[src/sv/http_request_header_tokenizer_top_defines.svh]
// Assertion macros shared by the tokenizer modules.
// Each macro expects i_clk and i_rst_n in the scope where it is used.
`ifndef HTTP_REQUEST_HEADER_TOKENIZER_TOP_DEFINES_SVH
`define HTTP_REQUEST_HEADER_TOKENIZER_TOP_DEFINES_SVH

// The consequent must hold in the same cycle as the antecedent.
`define HTOK_ASSERT_NOW(lbl, ante, cons) \
    lbl: assert property (@(posedge i_clk) disable iff (!i_rst_n) (ante) |-> (cons)) \
        else $error("tokenizer same-cycle check failed");

// The consequent must hold in the cycle after the antecedent.
`define HTOK_ASSERT_NEXT(lbl, ante, cons) \
    lbl: assert property (@(posedge i_clk) disable iff (!i_rst_n) (ante) |=> (cons)) \
        else $error("tokenizer next-cycle check failed");

`endif

[src/sv/htok_pkg.sv]
`default_nettype none

package htok_pkg;

    localparam logic [7:0] CH_SPACE = 8'h20;
    localparam logic [7:0] CH_LF    = 8'h0A;
    localparam logic [7:0] CH_COLON = 8'h3A;

    typedef enum logic [2:0] {
        PH_METHOD  = 3'd0,
        PH_URL     = 3'd1,
        PH_VERSION = 3'd2,
        PH_NAME    = 3'd3,
        PH_VALUE   = 3'd4,
        PH_DONE    = 3'd5,
        PH_ERROR   = 3'd6
    } t_phase;

    typedef enum logic [3:0] {
        EV_CONTENT  = 4'd0,
        EV_METHOD   = 4'd1,
        EV_URL      = 4'd2,
        EV_URLWORD  = 4'd3,
        EV_VERSION  = 4'd4,
        EV_NAME     = 4'd5,
        EV_SKIPPED  = 4'd6,
        EV_COLON    = 4'd7,
        EV_SPACE    = 4'd8,
        EV_VALUEEND = 4'd9,
        EV_DONE     = 4'd10,
        EV_ERROR    = 4'd11,
        EV_IGNORED  = 4'd12
    } t_event;

    typedef enum logic [1:0] {
        ST_PARSING = 2'd0,
        ST_DONE    = 2'd1,
        ST_ERROR   = 2'd2
    } t_status;

    // One accepted input item as held in the input register.
    typedef struct packed {
        logic [7:0] byte_value;
        logic       stream_end;
    } t_item;

    // One result item as produced by the parser core.
    typedef struct packed {
        logic [7:0] data_byte;
        t_event     event_res;
        t_status    status;
    } t_result;

endpackage

`default_nettype wire

[src/sv/htok_in_if.sv]
`default_nettype none

interface htok_in_if;
    logic       valid;
    logic       ready;
    logic [7:0] byte_value;
    logic       stream_end;

    modport source (output valid, output byte_value, output stream_end, input ready);
    modport sink (input valid, input byte_value, input stream_end, output ready);
endinterface

`default_nettype wire

[src/sv/htok_out_if.sv]
`default_nettype none

interface htok_out_if;
    logic       valid;
    logic       ready;
    logic [7:0] data_byte;
    logic [3:0] event_res;
    logic [1:0] status;

    modport source (output valid, output data_byte, output event_res, output status,
                    input ready);
    modport sink (input valid, input data_byte, input event_res, input status,
                  output ready);
endinterface

`default_nettype wire

[src/sv/htok_in_stage.sv]
`default_nettype none

module htok_in_stage
    import htok_pkg::*;
(
    input  logic      i_clk,
    input  logic      i_rst_n,
    htok_in_if.sink   i_in,
    input  logic      i_adv,
    output logic      o_valid,
    output t_item     o_item
);

    logic  r_valid;
    t_item r_item;
    logic  w_take;

    // The register can load whenever it is empty or its item moves on now.
    assign i_in.ready = !r_valid || i_adv;
    assign w_take     = i_in.valid && i_in.ready;

    always_ff @(posedge i_clk) begin
        if (!i_rst_n) begin
            r_valid <= 1'b0;
        end else if (w_take) begin
            r_valid <= 1'b1;
        end else if (i_adv) begin
            r_valid <= 1'b0;
        end
    end

    always_ff @(posedge i_clk) begin
        if (w_take) begin
            r_item.byte_value <= i_in.byte_value;
            r_item.stream_end <= i_in.stream_end;
        end
    end

    assign o_valid = r_valid;
    assign o_item  = r_item;

endmodule

`default_nettype wire

[src/sv/htok_core.sv]
`default_nettype none
`include "http_request_header_tokenizer_top_defines.svh"

module htok_core
    import htok_pkg::*;
(
    input  logic    i_clk,
    input  logic    i_rst_n,
    input  logic    i_adv,
    input  t_item   i_item,
    output t_result o_result
);

    t_phase  r_phase;
    t_phase  n_phase;
    logic    r_skip;
    logic    n_skip;
    t_event  w_event;
    logic    w_sp;
    logic    w_lf;
    logic    w_co;
    logic    w_sep;

    assign w_sp  = (i_item.byte_value == CH_SPACE);
    assign w_lf  = (i_item.byte_value == CH_LF);
    assign w_co  = (i_item.byte_value == CH_COLON);
    assign w_sep = i_item.byte_value inside {CH_SPACE, CH_LF, CH_COLON};

    always_comb begin
        n_phase = r_phase;
        n_skip  = r_skip;
        w_event = EV_CONTENT;
        case (r_phase)
            PH_METHOD, PH_URL, PH_VERSION, PH_NAME, PH_VALUE: begin
                if (i_item.stream_end) begin
                    w_event = EV_ERROR;
                    n_phase = PH_ERROR;
                    n_skip  = 1'b0;
                end else if (r_skip) begin
                    w_event = EV_SKIPPED;
                    n_skip  = 1'b0;
                end else if (!w_sep) begin
                    w_event = EV_CONTENT;
                end else begin
                    // Any separator not allowed in the phase lands in the error phase.
                    w_event = EV_ERROR;
                    n_phase = PH_ERROR;
                    case (r_phase)
                        PH_METHOD: begin
                            if (w_sp) begin
                                w_event = EV_METHOD;
                                n_phase = PH_URL;
                            end
                        end
                        PH_URL: begin
                            if (w_sp) begin
                                w_event = EV_URL;
                                n_phase = PH_VERSION;
                            end
                        end
                        PH_VERSION: begin
                            if (w_sp) begin
                                w_event = EV_URLWORD;
                                n_phase = PH_VERSION;
                            end else if (w_lf) begin
                                w_event = EV_VERSION;
                                n_phase = PH_NAME;
                            end
                        end
                        PH_NAME: begin
                            if (w_lf) begin
                                w_event = EV_DONE;
                                n_phase = PH_DONE;
                            end else if (w_co) begin
                                w_event = EV_NAME;
                                n_phase = PH_VALUE;
                                n_skip  = 1'b1;
                            end
                        end
                        default: begin
                            // Header value: every separator is legal here.
                            if (w_co) begin
                                w_event = EV_COLON;
                                n_phase = PH_VALUE;
                            end else if (w_sp) begin
                                w_event = EV_SPACE;
                                n_phase = PH_VALUE;
                            end else begin
                                w_event = EV_VALUEEND;
                                n_phase = PH_NAME;
                            end
                        end
                    endcase
                end
            end
            PH_DONE: begin
                w_event = EV_IGNORED;
            end
            default: begin
                // Error phase and the unused code both behave as error.
                w_event = EV_IGNORED;
                n_phase = PH_ERROR;
            end
        endcase
    end

    always_ff @(posedge i_clk) begin
        if (!i_rst_n) begin
            r_phase <= PH_METHOD;
            r_skip  <= 1'b0;
        end else if (i_adv) begin
            r_phase <= n_phase;
            r_skip  <= n_skip;
        end
    end

    always_comb begin
        o_result.data_byte = i_item.stream_end ? 8'h00 : i_item.byte_value;
        o_result.event_res = w_event;
        case (n_phase)
            PH_DONE:  o_result.status = ST_DONE;
            PH_ERROR: o_result.status = ST_ERROR;
            default:  o_result.status = ST_PARSING;
        endcase
    end

    // A pending skip only exists right after a header-name colon.
    `HTOK_ASSERT_NOW(a_skip_in_value, r_skip, r_phase == PH_VALUE)
    `HTOK_ASSERT_NEXT(a_done_sticky, r_phase == PH_DONE, r_phase == PH_DONE)
    `HTOK_ASSERT_NEXT(a_error_sticky, r_phase == PH_ERROR, r_phase == PH_ERROR)
    `HTOK_ASSERT_NOW(a_skip_event,
        i_adv && r_skip && !i_item.stream_end, o_result.event_res == EV_SKIPPED)

endmodule

`default_nettype wire

[src/sv/http_request_header_tokenizer_top.sv]
// Each item is taken into the input register, then moves on into the output register.
// Throughput: one item per cycle while the sink is ready; the input and output registers
// each accept a new item in the same cycle that their current item moves on.
// Reset (i_rst_n low at a clock edge): both registers empty, phase back to method, skip flag
// cleared; the block can accept items once reset is released.
`default_nettype none
`include "http_request_header_tokenizer_top_defines.svh"

module http_request_header_tokenizer_top
    import htok_pkg::*;
(
    input  logic       i_clk,
    input  logic       i_rst_n,
    htok_in_if.sink    i_in,
    htok_out_if.source o_out
);

    // Input register: holds one accepted byte (or end-of-stream mark) so that the
    // parser logic sees a registered item and the input side never waits on
    // the output path more than one register deep.
    logic    w_in_valid;
    t_item   w_item;

    // The parser phase and skip flag advance exactly when the held item moves
    // into the output register, so every item is classified once.
    logic    w_adv;
    t_result w_result;

    // Output register: the finished result waits here for the sink.
    logic    r_out_valid;
    t_result r_out;

    assign w_adv = w_in_valid && (!r_out_valid || o_out.ready);

    htok_in_stage u_in_stage (
        .i_clk   (i_clk),
        .i_rst_n (i_rst_n),
        .i_in    (i_in),
        .i_adv   (w_adv),
        .o_valid (w_in_valid),
        .o_item  (w_item)
    );

    htok_core u_core (
        .i_clk    (i_clk),
        .i_rst_n  (i_rst_n),
        .i_adv    (w_adv),
        .i_item   (w_item),
        .o_result (w_result)
    );

    always_ff @(posedge i_clk) begin
        if (!i_rst_n) begin
            r_out_valid <= 1'b0;
        end else if (w_adv) begin
            r_out_valid <= 1'b1;
        end else if (o_out.ready) begin
            r_out_valid <= 1'b0;
        end
    end

    always_ff @(posedge i_clk) begin
        if (w_adv) begin
            r_out <= w_result;
        end
    end

    assign o_out.valid     = r_out_valid;
    assign o_out.data_byte = r_out.data_byte;
    assign o_out.event_res = r_out.event_res;
    assign o_out.status    = r_out.status;

    // A held result must not be overwritten while the sink stalls.
    `HTOK_ASSERT_NOW(a_no_overwrite, r_out_valid && !o_out.ready, !w_adv)
    // An item that moves on always leaves a valid result behind.
    `HTOK_ASSERT_NEXT(a_adv_fills, w_adv, r_out_valid)
    // A done event is always reported with the done status.
    `HTOK_ASSERT_NOW(a_done_status,
        r_out_valid && r_out.event_res == EV_DONE, r_out.status == ST_DONE)

endmodule

`default_nettype wire
[src/flat_wrapper.sv]
// flat-port wrapper written by rule: the top's interface ports become plain ports
module http_request_header_tokenizer_top_flat import htok_pkg::*;
  (i_clk, i_rst_n, i_in_valid, i_in_byte_value, i_in_stream_end, i_in_ready, o_out_valid, o_out_data_byte, o_out_event_res, o_out_status, o_out_ready);
  htok_in_if i_in_i ();
  htok_out_if o_out_i ();
  input  logic i_clk;
  input  logic i_rst_n;
  input wire logic [$bits(i_in_i.valid)-1:0] i_in_valid;
  input wire logic [$bits(i_in_i.byte_value)-1:0] i_in_byte_value;
  input wire logic [$bits(i_in_i.stream_end)-1:0] i_in_stream_end;
  output wire logic [$bits(i_in_i.ready)-1:0] i_in_ready;
  output wire logic [$bits(o_out_i.valid)-1:0] o_out_valid;
  output wire logic [$bits(o_out_i.data_byte)-1:0] o_out_data_byte;
  output wire logic [$bits(o_out_i.event_res)-1:0] o_out_event_res;
  output wire logic [$bits(o_out_i.status)-1:0] o_out_status;
  input wire logic [$bits(o_out_i.ready)-1:0] o_out_ready;
  assign i_in_i.valid = i_in_valid;
  assign i_in_i.byte_value = i_in_byte_value;
  assign i_in_i.stream_end = i_in_stream_end;
  assign i_in_ready = i_in_i.ready;
  assign o_out_valid = o_out_i.valid;
  assign o_out_data_byte = o_out_i.data_byte;
  assign o_out_event_res = o_out_i.event_res;
  assign o_out_status = o_out_i.status;
  assign o_out_i.ready = o_out_ready;
  http_request_header_tokenizer_top u_core (.i_clk(i_clk), .i_rst_n(i_rst_n), .i_in(i_in_i), .o_out(o_out_i));
endmodule
[config.mk]
export PLATFORM = sky130hd
export DESIGN_NAME = http_request_header_tokenizer_top_flat
export DESIGN_NICKNAME = d
export VERILOG_FILES = /design/src/sv/htok_pkg.sv /design/src/sv/htok_in_if.sv /design/src/sv/htok_out_if.sv /design/src/sv/htok_in_stage.sv /design/src/sv/htok_core.sv /design/src/sv/http_request_header_tokenizer_top.sv /design/src/flat_wrapper.sv
export VERILOG_INCLUDE_DIRS = /design/src /design/src/sv
export SDC_FILE = /design/constraint.sdc
export NUM_CORES = 1
export LEC_CHECK = 0
export BUFFER_PORTS_ARGS = -buffer_cell sky130_fd_sc_hd__buf_2
export CORE_UTILIZATION = 48
export DETAILED_ROUTE_END_ITERATION = 12
export PLACE_DENSITY_LB_ADDON = 0.05
export SYNTH_ARGS = -nofsm -noshare
export SYNTH_HDL_FRONTEND = slang
export SYNTH_SLANG_ARGS = --single-unit
[constraint.sdc]
create_clock -name i_clk -period 1.9 [get_ports i_clk]
set_input_delay 0.57 -clock i_clk [delete_from_list [all_inputs] [get_ports i_clk]]
set_output_delay 0.57 -clock i_clk [all_outputs]
set_load 0.03 [all_outputs]
After elaboration in Yosys (flattened, before gate mapping)
Cells that the tools add are included.
- register bits: 29
- output and inout port bits: 16
- word-level logic and storage cells: 70
- equality and inequality tests: 10
- multiplexer cells: 36
- bitwise logic cells: 1
- reductions and logical operators: 13
- operators with widths (kind ; number):
    4-bit 2-to-1 mux ; 9
    3-bit 2-to-1 mux ; 10
    8-bit by 6-bit == test with 1-bit output (second input constant) ; 2
    4-bit case mux with 4 select lines ; 1
    3-bit == test (second input constant) ; 4
    3-bit case mux with 4 select lines ; 1
    1-bit 2-to-1 mux ; 11
    8-bit by 4-bit == test with 1-bit output (second input constant) ; 1
    3-bit by 2-bit == test with 1-bit output (second input constant) ; 2
    3-bit case mux with 2 select lines ; 1
    5-bit OR reduction ; 1
    2-bit 2-to-1 mux ; 2
    2-bit case mux with 2 select lines ; 1
    2-bit nonzero test ; 2
    3-bit by 1-bit == test with 1-bit output (second input constant) ; 1
    3-bit zero test ; 1
    3-bit nonzero test ; 1
    1-bit logical AND ; 2
    1-bit zero test ; 2
    1-bit logical OR ; 2
    2-bit AND reduction ; 1
    2-bit OR reduction ; 1
    1-bit inverter ; 1

Logic depth before layout (Yosys ltp)
Gate-level depths: netlist of run 1.
- depth in word-level cells: 10
- depth in mapped cells: 7

Cells and area by module
A second synthesis of run 1 with hierarchy kept.
- cells, all modules: 128
- area, all modules: 1480.2 µm²
- modules (own cells, without submodules) (module ; instances ; cells an instance ; area each (µm²)):
    htok_core ; 1 ; 96 ; 684.4
    http_request_header_tokenizer_top ; 1 ; 18 ; 467.9
    htok_in_stage ; 1 ; 14 ; 327.8

Worst setup path before layout of run 1
OpenSTA, ideal clock, no wires.
- path kind: register to register
- start: reg u_core.u_in_stage.r_item (netlist bit u_core.u_in_stage.o_item[1])
- end: reg u_core.r_out (netlist bit u_core.o_out.status[1]), data pin
- arrival: 1.656 ns
- data required time: 1.637 ns
- slack: -0.020 ns
- cell stages (with the launch flop): 7
- period minus slack after synthesis: 1.920 ns
- cells stage by stage: edfxtp_1 or4_4 nor2_1 o21a_1 o21ai_0 a21oi_1 nor3_1
- RTL lines (element ; RTL line ; RTL):
    start, declared ; htok_in_stage.sv:15 ; t_item r_item;
    end signal, assigned ; http_request_header_tokenizer_top.sv:64 ; r_out <= w_result;
    end, declared ; http_request_header_tokenizer_top.sv:31 ; t_result r_out;

==> results of run 1 <==
kinds of logic after synthesis:
group | share of synthesized area
AO/OA/AOI/OAI | 0.201
buffers and inverters | 0.0259
flip-flops | 0.578
AND/OR/NAND/NOR | 0.196
state kept, by name, indices dropped and copies added (netlist names):
name and flops:
u_core.u_in_stage.o_item 9, u_core.o_out.data_byte 8, u_core.o_out.event_res 4, u_core.u_core.r_phase 3, u_core.o_out.status 2, u_core.o_out.valid 1
u_core.u_core.r_skip 1, u_core.u_in_stage.o_valid 1
area by class of cell:
cell class	count	area (sq um)
Timing Repair Buffer	45	268
Sequential cell	29	811
Fill cell	237	1000
Multi-Input combinational cell	86	581
Inverter	2	7.51
Tap cell	31	38.8
Clock buffer	5	37.5
Clock inverter	3	12.5
worst reg2reg max path: stages, from the launching register on:
cell,delay (ns)
edfxtp_1,0.39
or4_4,0.61
nor2_2,0.15
o31ai_2,0.11
a221oi_4,0.32
nor3_1,0.10
worst max path at each step:
stage / to / cells after the start / slack [ns] / startpoint
2_1_floorplan: u_core.o_out.status[1]$_DFFE_PP_ / 6 / -0.007 / u_core.u_in_stage.o_item[1]$_DFFE_PP_
6_report: u_core.o_out.status[1]$_DFFE_PP_ / 5 / -0.03 / u_core.u_in_stage.o_item[1]$_DFFE_PP_
3_5_place_dp: u_core.o_out.status[1]$_DFFE_PP_ / 6 / -0.1 / u_core.u_in_stage.o_item[3]$_DFFE_PP_
4_1_cts: u_core.o_out.status[1]$_DFFE_PP_ / 5 / -0.009 / u_core.u_in_stage.o_item[1]$_DFFE_PP_
5_1_grt: u_core.o_out.status[1]$_DFFE_PP_ / 6 / -0.14 / u_core.u_in_stage.o_item[1]$_DFFE_PP_
3_3_place_gp: u_core.u_core.r_phase[0]$_SDFFE_PN0P_ / 7 / -0.03 / u_core.u_in_stage.o_item[4]$_DFFE_PP_
metal layers:
metal / share of wire / wire length, um
met2: 0.48 / 1320
met5: 0 / 0
met4: 0.010 / 28
met1: 0.46 / 1260
met3: 0.044 / 120
layout by cell type, fill, tap and decap left out, types with 2 or more instances in the layout:
master    netlist  routed
a211oi_1        2       2
nor2_1          8       5
buf_4           0      17
clkinv_1        0       2
a21oi_1         7       6
a21oi_2         1       2
buf_2           2      28
o21ai_0         8       7
inv_1           2       2
nor3_1          5       5
edfxtp_1       23      23
nor2_2          1       3
o21a_1          3       3
clkbuf_4        0       5
dfxtp_1         6       6
and3_1          2       2
nand2_1        12      12
o31ai_2         1       2
nor2b_1        13      13
power by group:
group          internal, mW  leakage, nW  switching (mW)
clock network         0.133       0.0300           0.207
logic                0.0674        0.396           0.107
registers             0.720        0.271          0.0141
metrics by stage:
step	power [mW]	hold WS, ns
2_1_floorplan	0.858	0.477
3_3_place_gp	0.916	0.490
3_5_place_dp	0.918	0.509
4_1_cts	1.26	0.400
5_1_grt	1.30	0.395
6_report	1.25	0.415
timing repair:
item,in CTS,in global routing
setup endpoints to repair,3,4
gates resized for setup,5,1
hold buffers,0,0
pin swaps,4,0
hold endpoints to repair,0,0
==> summary.txt, run 1 <==
Run status
  – Status: finished, violations left
  – Violated checks: negative setup slack

Logic synthesis
  – Top FF cell, synth: edfxtp_1
  – Dominant cells by area after synthesis: edfxtp_1, dfxtp_1, nor2b_1
  – Synth area leader: edfxtp_1
  – Async SR Flop Fraction: 0
  – Yosys warnings: 0
  – Mapped Cells: about 120
  – Post-Syn Area per Cell: 11.3 sq um
  – Syn nets: between 100 and 150
  – #FFs+latches synth: 29
  – Synthesized area: roughly 1400 sq um
  – Count leader, synth: edfxtp_1
  – Post-synth EDFFs: 23
  – Sequential-to-total area share from yosys stat: 0.578
  – Synth cell count leaders: edfxtp_1, nor2b_1, nand2_1, nor2_1, o21ai_0
  – Distinct cells, synth: 39
  – Share of the synthesized area in the top cell type: 0.492

GRT
  – Remaining global-route overflow: 0
  – Largest net degree at the start of global routing: 18
  – Met1 Track Usage GR: 0.239
  – Grt met2 use: 0.315
  – Gr usage total: 0.196
  – Antenna violations before repair: 0
  – Vias in the first global route: between 1,000 and 1,500
  – First-pass GRT wire length: between 4000 and 5000 um
  – M3 GR Usage: 0.0767
  – GR peak layer: met2

Drt
  – Routed len/inst: between 10 and 15 um
  – Via Count: approximately 1,100
  – ANT nets after route: 0
  – # DRC: 0
  – TritonRoute pass-1 iters: 4
  – Drt first-iter violations: 45
  – Final wirelength: 2730 um
  – Routed vias/inst: about 5.5

Worst hold path
  – Hold endpoint: u_core.u_in_stage.o_item[0]$_DFFE_PP_
  – Hold Crit Depth: 1
  – Worst hold path startpoint: i_in_stream_end
  – Class of the worst hold path: in2reg

Timing
  – Slew HR: 0.702
  – Fin. max-slew vios: 0
  – Final worst slack: -0.0303 ns
  – Maximum clock rate: roughly 0.52 GHz
  – Final Critical Period: roughly 1.9 ns
  – Final Cycle Share: 1.02
  – Worst slew pin tran: around 0.44 ns
  – RSZ-0062 raised after global routing: yes
  – Final hold vios: 0
  – Setup violators final: 2
  – Setup TNS: -0.0537 ns
  – Worst Clk Skew: 0.0170 ns

Placement
  – Placed cells: approximately 190
  – Gpl congestion: roughly 0.94
  – HPWL after detailed placement: just over 2000 um
  – IO buf count: 28
  – Place WS: -0.0993 ns
  – Area after DPL: roughly 1700 sq um

Worst setup path
  – Critical Path End Type: register
  – WS Path Type: reg2reg
  – CP cell instances: or4_4 > nor2_2 > o31ai_2 > a221oi_4 > nor3_1
  – CP Buf/Inv Count: 0
  – RR Startpoint: u_core.u_in_stage.o_item[1]$_DFFE_PP_
  – Reg2reg setup slack: -0.03 ns
  – Worst path slowest cell: or4_4
  – Critical Path Source Type: register
  – Top Family by Delay on Critical Path: simple AND/OR/NAND/NOR gates
  – Reg2reg path depth: 5
  – CP Data Required Time: a little under 2 ns
  – RR Endpoint: u_core.o_out.status[1]$_DFFE_PP_
  – Largest stage delay on the critical path: a little over 0.6 ns
  – CP arrival: 2.00 ns
  – CP max FO: 5

Floorplanning
  – IO Count: 29
  – # rows: 19
  – Starting Density: 0.509
  – Total core area: 2760 sq um
  – Die height: between 50 and 60 um
  – Die Area: 3140 sq um
  – Die W: around 56 um

Power
  – Leakage: 0.697 nW
  – Pwr per Cell Area: 711 nW/um^2
  – Max IR drop VDD: around 0.00061 V

Final layout
  – Fin util: 0.637
  – Ant diodes: 0
  – Cell area after layout: ~1800 sq um
  – Area delta synth->final: 25.0%
  – Final Non-Filler Cells: 201
  – Nets@finish: 182
  – Layout cells sized above 1: 0.376

Clocking
  – TritonCTS clock tree: built
  – Setup Buffers After CTS: 0
  – Clock transition at path regs: approximately 0.090 ns
  – Skew-Pair Late Insertion Delay: between 0.3 and 0.4 ns
  – CTS root buffer: clkbuf_4
  – CTS Sinks: 29
  – Clk buf depth: 2
  – CTS Buf Count: 5
  – H-tree depth: 2

Job
  – Max-cap violations: 0
No activity file was read; power rests on OpenSTA's default activity.
==> run 2: changes to the inputs <==
--- a/config.mk
+++ b/config.mk
@@ -7,6 +7,7 @@
 export NUM_CORES = 1
 export LEC_CHECK = 0
 export BUFFER_PORTS_ARGS = -buffer_cell sky130_fd_sc_hd__buf_2
+export CORE_MARGIN = 2
 export CORE_UTILIZATION = 48
 export DETAILED_ROUTE_END_ITERATION = 12
 export PLACE_DENSITY_LB_ADDON = 0.05
==> run 2 against run 1 <==
Compared with the run above: final cell count increased by 1.0%; wire length rose by 5.5%; non-clock buffer count grew 2; count of clock-buffer cells in the layout is 3 higher; highest routed layer unchanged; clock power increased by 12%; worst hold slack improved by 0.0036 ns; the flow still finishes with violations (negative setup slack); critical path type unchanged; largest power group unchanged; global-route usage down 0.65 points; core utilization grew 1.6 points; die area increased by 7.3%; final area is 2.6% higher; maximum frequency rose by 0.91%.
==> summary.txt, run 2 (synthesis gave the netlist of run 1 again) <==
Worst setup path
  – Largest stage delay on the critical path: 0.61 ns (about the same)
  – RR Endpoint: u_core.o_out.status[0]$_DFFE_PP_
  – Worst setup path startpoint: u_core.u_in_stage.o_item[1]$_DFFE_PP_
  – Top Family by Delay on Critical Path: simple AND/OR/NAND/NOR gates
  – RR Startpoint: u_core.u_in_stage.o_item[1]$_DFFE_PP_
  – CP max FO: 5 (unchanged)
  – Critical Path Source Type: register
  – Worst path slowest cell: or4_4
  – Critical Path End Type: register
  – CP arrival: 1.99 ns (about the same)
  – Setup crit end: u_core.o_out.status[0]$_DFFE_PP_
  – CP Data Required Time: 1.98 ns (about the same)
  – CP cell instances: or4_4 > nor2_4 > o21a_1 > buf_6 > a221oi_4 > a21oi_2 > nor2_2
  – CP Buf/Inv Count: 1 (+1)
  – Crit path depth: 7 (+2)
  – Reg2reg path depth: 7 (+2)
  – Reg2reg setup slack: -0.01 ns (+0.02 ns)
  – WS Path Type: reg2reg

Drt
  – Routed vias/inst: 5.41 (-0.89%)
  – ANT nets after route: 0 (unchanged)
  – Routed len/inst: 14.2 um (+4.5%)
  – Drt first-iter violations: 25 (-44%)
  – Final wirelength: 2890 um (+5.5%)
  – Via Count: 1,098 (+0.091%)
  – TritonRoute pass-1 iters: 4 (unchanged)
  – # DRC: 0 (unchanged)

Timing
  – Final hold vios: 0 (unchanged)
  – Worst Clk Skew: 0.00800 ns (-0.00897 ns)
  – Setup TNS: -0.0129 ns (+0.0408 ns)
  – Final Cycle Share: 1.01 (-0.00916)
  – Setup violators final: 1 (-1)
  – Worst slew pin tran: 0.435 ns (-0.00728 ns)
  – Maximum clock rate: 0.523 GHz (+0.91%)
  – RSZ-0062 raised after global routing: yes
  – Fin. max-slew vios: 0 (unchanged)
  – Slew HR: 0.707 (+0.00490)
  – Final Critical Period: 1.91 ns (-0.0174 ns)
  – Final worst slack: -0.0129 ns (+0.0174 ns)

Placement
  – HPWL after detailed placement: 2090 um (+2.1%)
  – Gpl congestion: 0.946 (+1.1%)
  – Area after DPL: 1690 sq um (+0.44%)
  – IO buf count: 28 (unchanged)

Power
  – Leakage: 0.710 nW (+2.0%)
  – Total power: 1.30 mW (+3.8%)
  – Max IR drop VDD: 0.000591 V (-3.5%)
  – Pwr per Cell Area: 720 nW/um^2 (+1.2%)

Floorplanning
  – Die height: 58.1 um (+3.6%)
  – Die Area: 3370 sq um (+7.3%)
  – Starting Density: 0.509 (unchanged)
  – Die W: 58.1 um (+3.6%)
  – # rows: 19 (unchanged)
  – Total core area: 2760 sq um (unchanged)
  – IO Count: 29 (unchanged)

Clocking
  – Clock transition at path regs: 0.08 ns (about the same)
  – H-tree depth: 2 (unchanged)
  – CTS root buffer: clkbuf_4
  – TritonCTS clock tree: built
  – Skew-Pair Late Insertion Delay: 0.32 ns (about the same)
  – CTS Sinks: 29 (unchanged)
  – Clk buf depth: 2 (unchanged)
  – Cts hold-fix bufs: 0 (unchanged)
  – CTS Buf Count: 5 (unchanged)

GRT
  – Largest net degree at the start of global routing: 18 (unchanged)
  – Antenna violations before repair: 0 (unchanged)
  – Gr usage total: 0.190 (-0.00651)
  – Grt met2 use: 0.294 (-0.0208)
  – M3 GR Usage: 0.0469 (-0.0299)
  – GR peak layer: met2
  – First-pass GRT wire length: 4700 um (+1.6%)
  – Met1 Track Usage GR: 0.244 (+0.00562)
  – Remaining global-route overflow: 0 (unchanged)
  – Vias in the first global route: 1,039 (-1.5%)

Run status
  – Status: finished, violations left
  – Violated checks: negative setup slack

Final layout
  – Nets@finish: 184 (+1.1%)
  – Most frequent cells in the layout: buf_2, edfxtp_1, buf_4, nor2b_1, nand2_1
  – Layout cells sized above 1: 0.395 (+0.0189)
  – Cell area after layout: 1800 sq um (+2.6%)
  – Commonest non-fill, non-tap cell in the layout: buf_2
  – Area delta synth->final: 28.3%
  – Max reg flops: 9 (unchanged)
  – Ant diodes: 0 (unchanged)

Worst hold path
  – Worst hold path startpoint: i_in_byte_value[1]
  – Class of the worst hold path: in2reg

Job
  – Max-cap violations: 0 (unchanged)
==> run 2: worst reg2reg max path: cells and delay by family, from the launching register on <==
kind                   cells  cell delay (ns)
AND/OR/NAND/NOR            3             0.77
flip-flops                 1             0.38
buffers and inverters      1             0.12
AO/OA/AOI/OAI              3             0.40
==> run 2: repair_timing <==
item,CTS,global route
endpoints found under the hold margin,0,0
buffers inserted,2,0
pin swaps,7,2
setup endpoints to repair,3,6
gates resized for setup,7,3
==> run 2: power breakdown <==
| group | internal (mW) | switching [mW] | leakage (nW) |
|---|---|---|---|
| clock network | 0.182 | 0.200 | 0.0326 |
| logic | 0.0705 | 0.110 | 0.407 |
| registers | 0.719 | 0.0137 | 0.271 |
==> run 2: how the worst min path moves through the flow <==
stage	to	slack [ns]	depth (start not counted)
after global placement	u_core.o_out.valid$_SDFFE_PN0P_	0.49	1
final	u_core.u_in_stage.o_item[2]$_DFFE_PP_	0.42	1
after global routing	u_core.u_in_stage.o_item[5]$_DFFE_PP_	0.40	1
after detailed placement	u_core.o_out.valid$_SDFFE_PN0P_	0.51	1
after CTS	u_core.u_in_stage.o_item[0]$_DFFE_PP_	0.41	1
after floorplan	u_core.o_out.valid$_SDFFE_PN0P_	0.48	1
==> run 2: per-stage QoR <==
step | hold slack, ns | utilization | instances | setup slack, ns
6_report | 0.419 | 0.653 | 203 | -0.0129
5_1_grt | 0.400 | 0.653 | 203 | -0.112
4_1_cts | 0.412 | 0.646 | 203 | -0.0165
2_1_floorplan | 0.477 | - | 124 | -0.00660
3_3_place_gp | 0.489 | 0.614 | 194 | -0.0155
3_5_place_dp | 0.508 | 0.614 | 194 | -0.0937
==> run 2: cell type report <==
class | count | area (sq um)
clock buffers | 8 | 58.8
well taps | 31 | 38.8
multi-input cells | 86 | 594
flip-flops and latches | 29 | 811
fillers | 213 | 957
repair buffers | 47 | 290
inverters | 2 | 7.51
==> run 2: layer usage <==
metal | wire (um) | vias up | part of all wire
met5 | 0 | - | 0
met4 | 81 | 0 | 0.028
met3 | 177 | 11 | 0.061
met2 | 1320 | 46 | 0.46
met1 | 1300 | 483 | 0.45
li1 | - | 558 | -
